[src/rtl/rldc_pkg.sv]
// ----------------------------------------------------------------------------
// rldc_pkg
// Widths, codes and the log table builder for the log-distance composition unit.
// ----------------------------------------------------------------------------
`default_nettype none

package rldc_pkg;

	localparam int MAX_LENGTH    = 1024;
	localparam int FRACTION_BITS = 16;
	localparam int NUM_CLASSES   = 20;

	localparam int ADDR_W   = $clog2(MAX_LENGTH);
	localparam int LEN_W    = ADDR_W + 1;
	localparam int CNT_W    = LEN_W;
	localparam int CODE_W   = 5;
	// ln(d) < log2(d) <= ADDR_W
	localparam int LN_INT_W = $clog2(ADDR_W + 1);
	localparam int LN_W     = LN_INT_W + FRACTION_BITS;
	localparam int TOT_W    = LN_W + ADDR_W;
	localparam int NUM_W    = TOT_W + LEN_W;
	localparam int COMP_W   = 17;
	localparam int WGT_W    = 24;
	localparam int DQ_W     = (LEN_W + FRACTION_BITS > WGT_W) ? LEN_W + FRACTION_BITS : WGT_W;
	localparam int STEP_W   = $clog2(DQ_W + 1);

	localparam logic [CODE_W-1:0] UNKNOWN_CODE = CODE_W'(NUM_CLASSES);
	localparam logic [CODE_W-1:0] CLS_LAST     = CODE_W'(NUM_CLASSES - 1);
	localparam logic [COMP_W-1:0] COMP_MAX     = '1;
	localparam logic [WGT_W-1:0]  WGT_MAX      = '1;
	localparam logic [63:0]       LN2_Q30      = 64'd744261118;

	// command codes (s_axis_tuser)
	localparam logic CMD_LOAD  = 1'b0;
	localparam logic CMD_QUERY = 1'b1;

	typedef logic [CODE_W-1:0] code_t;
	typedef logic [LN_W-1:0]   ln_t;
	typedef ln_t               ln_tab_t [MAX_LENGTH];

	// divider request: remainder seed, dividend bits left aligned, divisor, step count
	typedef struct packed {
		logic [NUM_W-1:0]  rem;
		logic [DQ_W-1:0]   bits;
		logic [NUM_W-1:0]  den;
		logic [STEP_W-1:0] steps;
	} div_req_t;

	localparam logic [7:0] CLASS_LETTERS [NUM_CLASSES] = '{
		"A", "R", "N", "D", "C", "Q", "E", "G", "H", "I",
		"L", "K", "M", "F", "P", "S", "T", "W", "Y", "V"
	};

	function automatic code_t letter_class(input logic [7:0] ch);
		code_t res;
		res = UNKNOWN_CODE;
		for (int c = NUM_CLASSES - 1; c >= 0; c--) begin
			if (CLASS_LETTERS[c] == ch) res = CODE_W'(c);
		end
		return res;
	endfunction

	// ln(d) by repeated squaring of the normalized mantissa, Q.30 then rounded
	function automatic ln_t ln_fixed(input int unsigned d);
		int unsigned n;
		logic [63:0] m;
		logic [63:0] lg;
		logic [63:0] prod;
		logic [63:0] rnd;
		n = 0;
		while ((d >> (n + 1)) != 0) n++;
		m  = (64'(d) << 30) >> n;
		lg = 64'(n) << 30;
		for (int k = 1; k <= 30; k++) begin
			m = (m * m) >> 30;
			if (m >= (64'd1 << 31)) begin
				m  = m >> 1;
				lg = lg | (64'd1 << (30 - k));
			end
		end
		prod = (lg * LN2_Q30) >> 30;
		rnd  = (prod + (64'd1 << (29 - FRACTION_BITS))) >> (30 - FRACTION_BITS);
		return rnd[LN_W-1:0];
	endfunction

	function automatic ln_tab_t ln_table_build();
		ln_tab_t tab;
		for (int d = 0; d < MAX_LENGTH; d++) begin
			tab[d] = (d < 2) ? '0 : ln_fixed(d);
		end
		return tab;
	endfunction

endpackage

`default_nettype wire

[src/rtl/rldc_div.sv]
// ----------------------------------------------------------------------------
// rldc_div
// Restoring divider, one quotient bit per cycle.
// ----------------------------------------------------------------------------
`default_nettype none

module rldc_div (
	input  wire                        clk,
	input  wire                        arst_n,
	input  wire                        start,
	input  rldc_pkg::div_req_t         req,
	output logic                       done,
	output logic [rldc_pkg::DQ_W-1:0]  quot
);
	import rldc_pkg::*;

	logic              busy_q;
	logic              done_q;
	logic [STEP_W-1:0] cnt_q;
	logic [NUM_W-1:0]  rem_q;
	logic [DQ_W-1:0]   bits_q;
	logic [NUM_W-1:0]  den_q;
	logic [DQ_W-1:0]   quot_q;

	logic [NUM_W:0]    trial;
	logic              ge;
	logic [NUM_W-1:0]  nxt_rem;

	// trial subtract of the shifted remainder
	always_comb begin
		trial   = {rem_q, bits_q[DQ_W-1]};
		ge      = trial >= {1'b0, den_q};
		nxt_rem = ge ? NUM_W'(trial - {1'b0, den_q}) : NUM_W'(trial);
	end

	always_ff @(posedge clk or negedge arst_n) begin
		if (!arst_n) begin
			busy_q <= 1'b0;
			done_q <= 1'b0;
			cnt_q  <= '0;
		end else begin
			done_q <= 1'b0;
			if (start) begin
				busy_q <= 1'b1;
				cnt_q  <= req.steps;
			end else if (busy_q) begin
				cnt_q <= cnt_q - 1'b1;
				if (cnt_q == STEP_W'(1)) begin
					busy_q <= 1'b0;
					done_q <= 1'b1;
				end
			end
		end
	end

	// datapath
	always_ff @(posedge clk) begin
		if (start) begin
			rem_q  <= req.rem;
			bits_q <= req.bits;
			den_q  <= req.den;
			quot_q <= '0;
		end else if (busy_q) begin
			rem_q  <= nxt_rem;
			bits_q <= bits_q << 1;
			quot_q <= {quot_q[DQ_W-2:0], ge};
		end
	end

	assign done = done_q;
	assign quot = quot_q;

endmodule

`default_nettype wire

[config.mk]
export PLATFORM = sky130hd
export DESIGN_NAME = rldc_div
export DESIGN_NICKNAME = d
export VERILOG_FILES = /design/src/rtl/rldc_pkg.sv /design/src/rtl/rldc_div.sv
export SDC_FILE = /design/constraint.sdc
export NUM_CORES = 1
export LEC_CHECK = 0
export ABC_AREA = 1
export CAP_MARGIN = 20
export CORE_ASPECT_RATIO = 0.6
export CORE_UTILIZATION = 42
export DETAILED_ROUTE_END_ITERATION = 10
export DONT_BUFFER_PORTS = 1
export GPL_TIMING_DRIVEN = 0
export SLEW_MARGIN = 10
export SYNTH_ARGS = -nofsm -noshare
export SYNTH_HDL_FRONTEND = slang
export SYNTH_SLANG_ARGS = --single-unit
[constraint.sdc]
create_clock -name clk -period 5.7 [get_ports clk]
set_input_delay 0.855 -clock clk [delete_from_list [all_inputs] [get_ports clk]]
set_output_delay 0.855 -clock clk [all_outputs]
set_load 0.02 [all_outputs]
==> qor_table.md <==
| Item | Value | Unit |
|:---|:---|:---|
| Outcome | completed | - |
| Level count of the clock H-tree | 4 | - |
| Post-synthesis cell type count | 38 | - |
| Sink count of the clock tree | 143 | - |
| Number of cells on the worst reg-to-reg path | 13 | - |
| Number of buffers added to fix hold violations after cts | 0 | - |
| Worst setup slack before clock tree synthesis | 2.967 | ns |
| Fill cell count | 2244 | - |
| Net count reported at finish | 1487 | - |
| Die area | 23050 | um2 |
| First-pass GRT wire length | 43.65 | mm |
| Warnings, synthesis | 0 | - |
| Final routed DRC violation total | 0 | - |
| Via count of the first global-routing pass | 7506 | - |
| Area added between synthesis and finish | 10.24 | % |
| Setup repair after global routing missed its margin | false | - |
| All-Layer GR Usage | 25.64 | % |
| Overflow left after global routing | 0 | - |
| Number of clock buffers inserted by TritonCTS | 17 | - |
| Library cell used as clock root buffer | sky130_fd_sc_hd__clkbuf_16 | - |
| Post-route ant nets | 0 | - |
| Worst stage delay on the critical path | 0.47 | ns |
| Type of element launching the critical path | flip-flop | - |
| Maximum operating frequency | 356.0 | MHz |
| CP max stage cell | sky130_fd_sc_hd__fa_1 | - |
| Antenna violations before repair | 0 | - |
| Post-synthesis average cell area | 7.212 | um2 |
| Final Max Slew Viols | 0 | - |
| Clk_skew | 0.006537 | ns |
| Detailed Route WL | 28.35 | mm |
| Cells along the critical path | inv_1 > ha_1 > inv_1 > fa_1 > nand3_1 > nand3_2 > nand2_1 > nand3_2 > nand2_4 > buf_2 > nand3b_1 > nand3_1 > nand2_1 | - |
| Port buffer count | 0 | - |
| Part of the Yosys area used for sequential elements | 42.35 | % |
| Power Density | 532.6 | nW/um2 |
| Min Clock Period, post-route | 2.809 | ns |
| # Max-Cap Violations | 0 | - |
| Total Power Consumption | 5.530 | mW |
| Leakage power figure | 5.244 | nW |
| Clock slew at the register clock pins of the worst setup and hold paths | 0.07 | ns |
| Count of antenna diodes in the layout | 0 | - |
| Data arrival time of the worst path | 3.01 | ns |
| Post-Syn Area | 9419 | um2 |
| Horiz. Die Dim | 195.3 | um |
| Total count of hold-check failures in the final report | 0 | - |
| Post-synth top area share | 34.75 | % |
| Initial Util | 42.78 | % |
| Reg2Reg Setup Slack | 2.89 | ns |
| Worst endpoint required time | 5.90 | ns |
| Worst-path maximum fanout | 10 | - |
| Number of synthesized register bits | 143 | - |
| Cell accounting for the most synthesized area | sky130_fd_sc_hd__edfxtp_1 | - |
| Num ports | 145 | - |
| Total iterations of the first detailed-routing run | 5 | - |
| Number of gates given a new drive strength after cts | 0 | - |
| Maximum count of clock buffers along a single path | 2 | - |
| Die Height | 118 | um |
| Tightest Pin Transition | 0.7918 | ns |
| Fin worst setup slack | 2.891 | ns |
| Share of the cycle needed by the critical path after routing | 49.28 | % |
| Core Box Area | 22020 | um2 |
| IR drop worst, VDD | 0.2297 | mV |
| Setup fix buffers added after clock tree synthesis | 0 | - |
| Net Count, Synth | 1467 | - |
| Setup tns final | 0 | ns |
| Path class of the lowest-slack min-delay path | in -> async | - |
| Via count normalized by instance count | 4.981 | - |
| Relative max-transition margin | 47.21 | % |
| Clock tree from TritonCTS | yes | - |
| Final HPWL from detailed placement | 22.61 | mm |
| Number of violations reported at the end of detailed-routing iteration 0 | 791 | - |
| Worst skew pair latency | 0.44 | ns |
| Number of standard-cell rows in the floorplan | 42 | - |
| Layout cells sized above 1 | 4.705 | % |
| Critical path endpoint category | flip-flop | - |
| Pin count of the biggest net entering global routing | 47 | - |
| Setup Crit Path Kind | reg -> reg | - |
| Top post-synthesis cells by area | sky130_fd_sc_hd__edfxtp_1 (35%), sky130_fd_sc_hd__nand2_1 (21%), sky130_fd_sc_hd__inv_1 (9.3%) | - |
| Average wire per cell in the routed design | 17.44 | um |
| Count of vias placed by the detailed router | 8094 | - |
| Gate count of the mapped netlist | 1306 | - |
| Count of final setup violators | 0 | - |
| RD Place Congestion | 0.9723 | - |
[cells in the mapped netlist]
| master | n |
|---|---|
| sky130_fd_sc_hd__o21ai_0 | 11 |
| sky130_fd_sc_hd__nand2_1 | 528 |
| sky130_fd_sc_hd__nand2_8 | 1 |
| sky130_fd_sc_hd__buf_2 | 7 |
| sky130_fd_sc_hd__edfxtp_1 | 109 |
| sky130_fd_sc_hd__nand3b_1 | 37 |
| sky130_fd_sc_hd__inv_2 | 1 |
| sky130_fd_sc_hd__o211ai_1 | 2 |
| sky130_fd_sc_hd__a21o_1 | 1 |
| sky130_fd_sc_hd__and3_4 | 1 |
| sky130_fd_sc_hd__o21bai_1 | 4 |
| sky130_fd_sc_hd__fa_1 | 1 |
| sky130_fd_sc_hd__and2_1 | 5 |
| sky130_fd_sc_hd__nor2_1 | 75 |
| sky130_fd_sc_hd__dfrtp_1 | 7 |
| sky130_fd_sc_hd__ha_1 | 43 |
| sky130_fd_sc_hd__buf_4 | 2 |
| sky130_fd_sc_hd__o22ai_1 | 25 |
| sky130_fd_sc_hd__a22oi_1 | 1 |
| sky130_fd_sc_hd__buf_1 | 1 |
| sky130_fd_sc_hd__clkbuf_1 | 18 |
| sky130_fd_sc_hd__a21oi_2 | 1 |
| sky130_fd_sc_hd__a21oi_1 | 24 |
| sky130_fd_sc_hd__clkinv_1 | 6 |
| sky130_fd_sc_hd__nor2_2 | 7 |
| sky130_fd_sc_hd__a21boi_0 | 1 |
| sky130_fd_sc_hd__nand3_1 | 84 |
| sky130_fd_sc_hd__nor3_1 | 4 |
| sky130_fd_sc_hd__inv_1 | 233 |
| sky130_fd_sc_hd__nand3_2 | 2 |
| sky130_fd_sc_hd__buf_6 | 5 |
| sky130_fd_sc_hd__xor2_1 | 2 |
| sky130_fd_sc_hd__o221ai_1 | 2 |
| sky130_fd_sc_hd__dfxtp_1 | 27 |
| sky130_fd_sc_hd__xnor2_1 | 23 |
| sky130_fd_sc_hd__nand2_4 | 1 |
| sky130_fd_sc_hd__nor2_4 | 1 |
| sky130_fd_sc_hd__nand4_1 | 3 |
[critical path, delay by kind of cell, from the launching register on]
kind	cells	cell delay [ns]
adders and majority gates	2	0.62
buffers and inverters	3	0.51
DFF	1	0.38
and+or+nand+nor	8	1.04
[through the flow]
step	utilization [%]	hold WS (ns)	cell area (um2)	instances
6_report	47.16	0.09732	10380	1625
4_1_cts	47.16	0.05904	10380	1625
3_5_place_dp	44.51	0.4965	9801	1593
3_3_place_gp	44.40	0.4873	9777	1592
5_1_grt	47.16	0.06570	10380	1625
2_1_floorplan	-	0.4642	9419	1306
[layout make-up]
type | count | area, um2 | area share, %
Tap cell | 286 | 357.8 | 3.446
Sequential cell | 143 | 3989 | 38.41
Clock inverter | 13 | 118.9 | 1.145
Buffer | 33 | 181.4 | 1.747
Timing Repair Buffer | 1 | 20.02 | 0.1928
Clock buffer | 19 | 464.2 | 4.470
Multi-Input combinational cell | 890 | 4352 | 41.91
Inverter | 240 | 900.9 | 8.676
[registers in the layout, summed over array words and instances (netlist names)]
name / count
den_q: 41
busy_q: 1
bits_q: 27
quot: 27
rem_q: 41
cnt_q: 5
done: 1
[layout by cell type, fill, tap and decap left out, types with 17 or more instances in the layout]
cell,count
sky130_fd_sc_hd__ha_1,43
sky130_fd_sc_hd__edfxtp_1,109
sky130_fd_sc_hd__o22ai_1,25
sky130_fd_sc_hd__dfxtp_1,27
sky130_fd_sc_hd__nor2_1,75
sky130_fd_sc_hd__xnor2_1,23
sky130_fd_sc_hd__clkbuf_16,18
sky130_fd_sc_hd__clkbuf_1,17
sky130_fd_sc_hd__nand2_1,528
sky130_fd_sc_hd__inv_1,233
sky130_fd_sc_hd__a21oi_1,24
sky130_fd_sc_hd__nand3b_1,37
sky130_fd_sc_hd__nand3_1,84
[path summary, 6_finish.rpt]
kind | from | end
max | bits_q[26] | rem_q[11]
min | arst_n | cnt_q[4]
min in group clk | req[5] | den_q[0]
max reg2reg | bits_q[26] | rem_q[11]
max in group asynchronous | arst_n | done
min reg2reg | bits_q[5] | bits_q[6]
[cell families (layout without fill, tap and decap cells)]
family / count (synthesis) / in the layout / synth area share, %
flip-flops: 143 / 143 / 42.35
buffers and inverters: 273 / 306 / 11.45
AND/OR/NAND/NOR: 749 / 749 / 33.44
AO/OA/AOI/OAI: 72 / 72 / 4.517
adder cells (fa/ha/maj): 44 / 44 / 5.925
XOR/XNOR: 25 / 25 / 2.325
[routing by layer]
layer	global-route usage, %	share of wire, %
met5	0	0
met1	42.29	55
met2	32.48	36
met3	5.788	7.9
met4	5.659	0.98
[power by group]
| part | switching (mW) | internal [mW] | total (mW) |
|---|---|---|---|
| Sequential | 0.125 | 1.40 | 1.52 |
| Clock | 0.492 | 0.611 | 1.10 |
| Combinational | 1.91 | 0.993 | 2.91 |
| Total | 2.53 | 3.00 | 5.53 |
No activity file was read; power rests on OpenSTA's default activity.
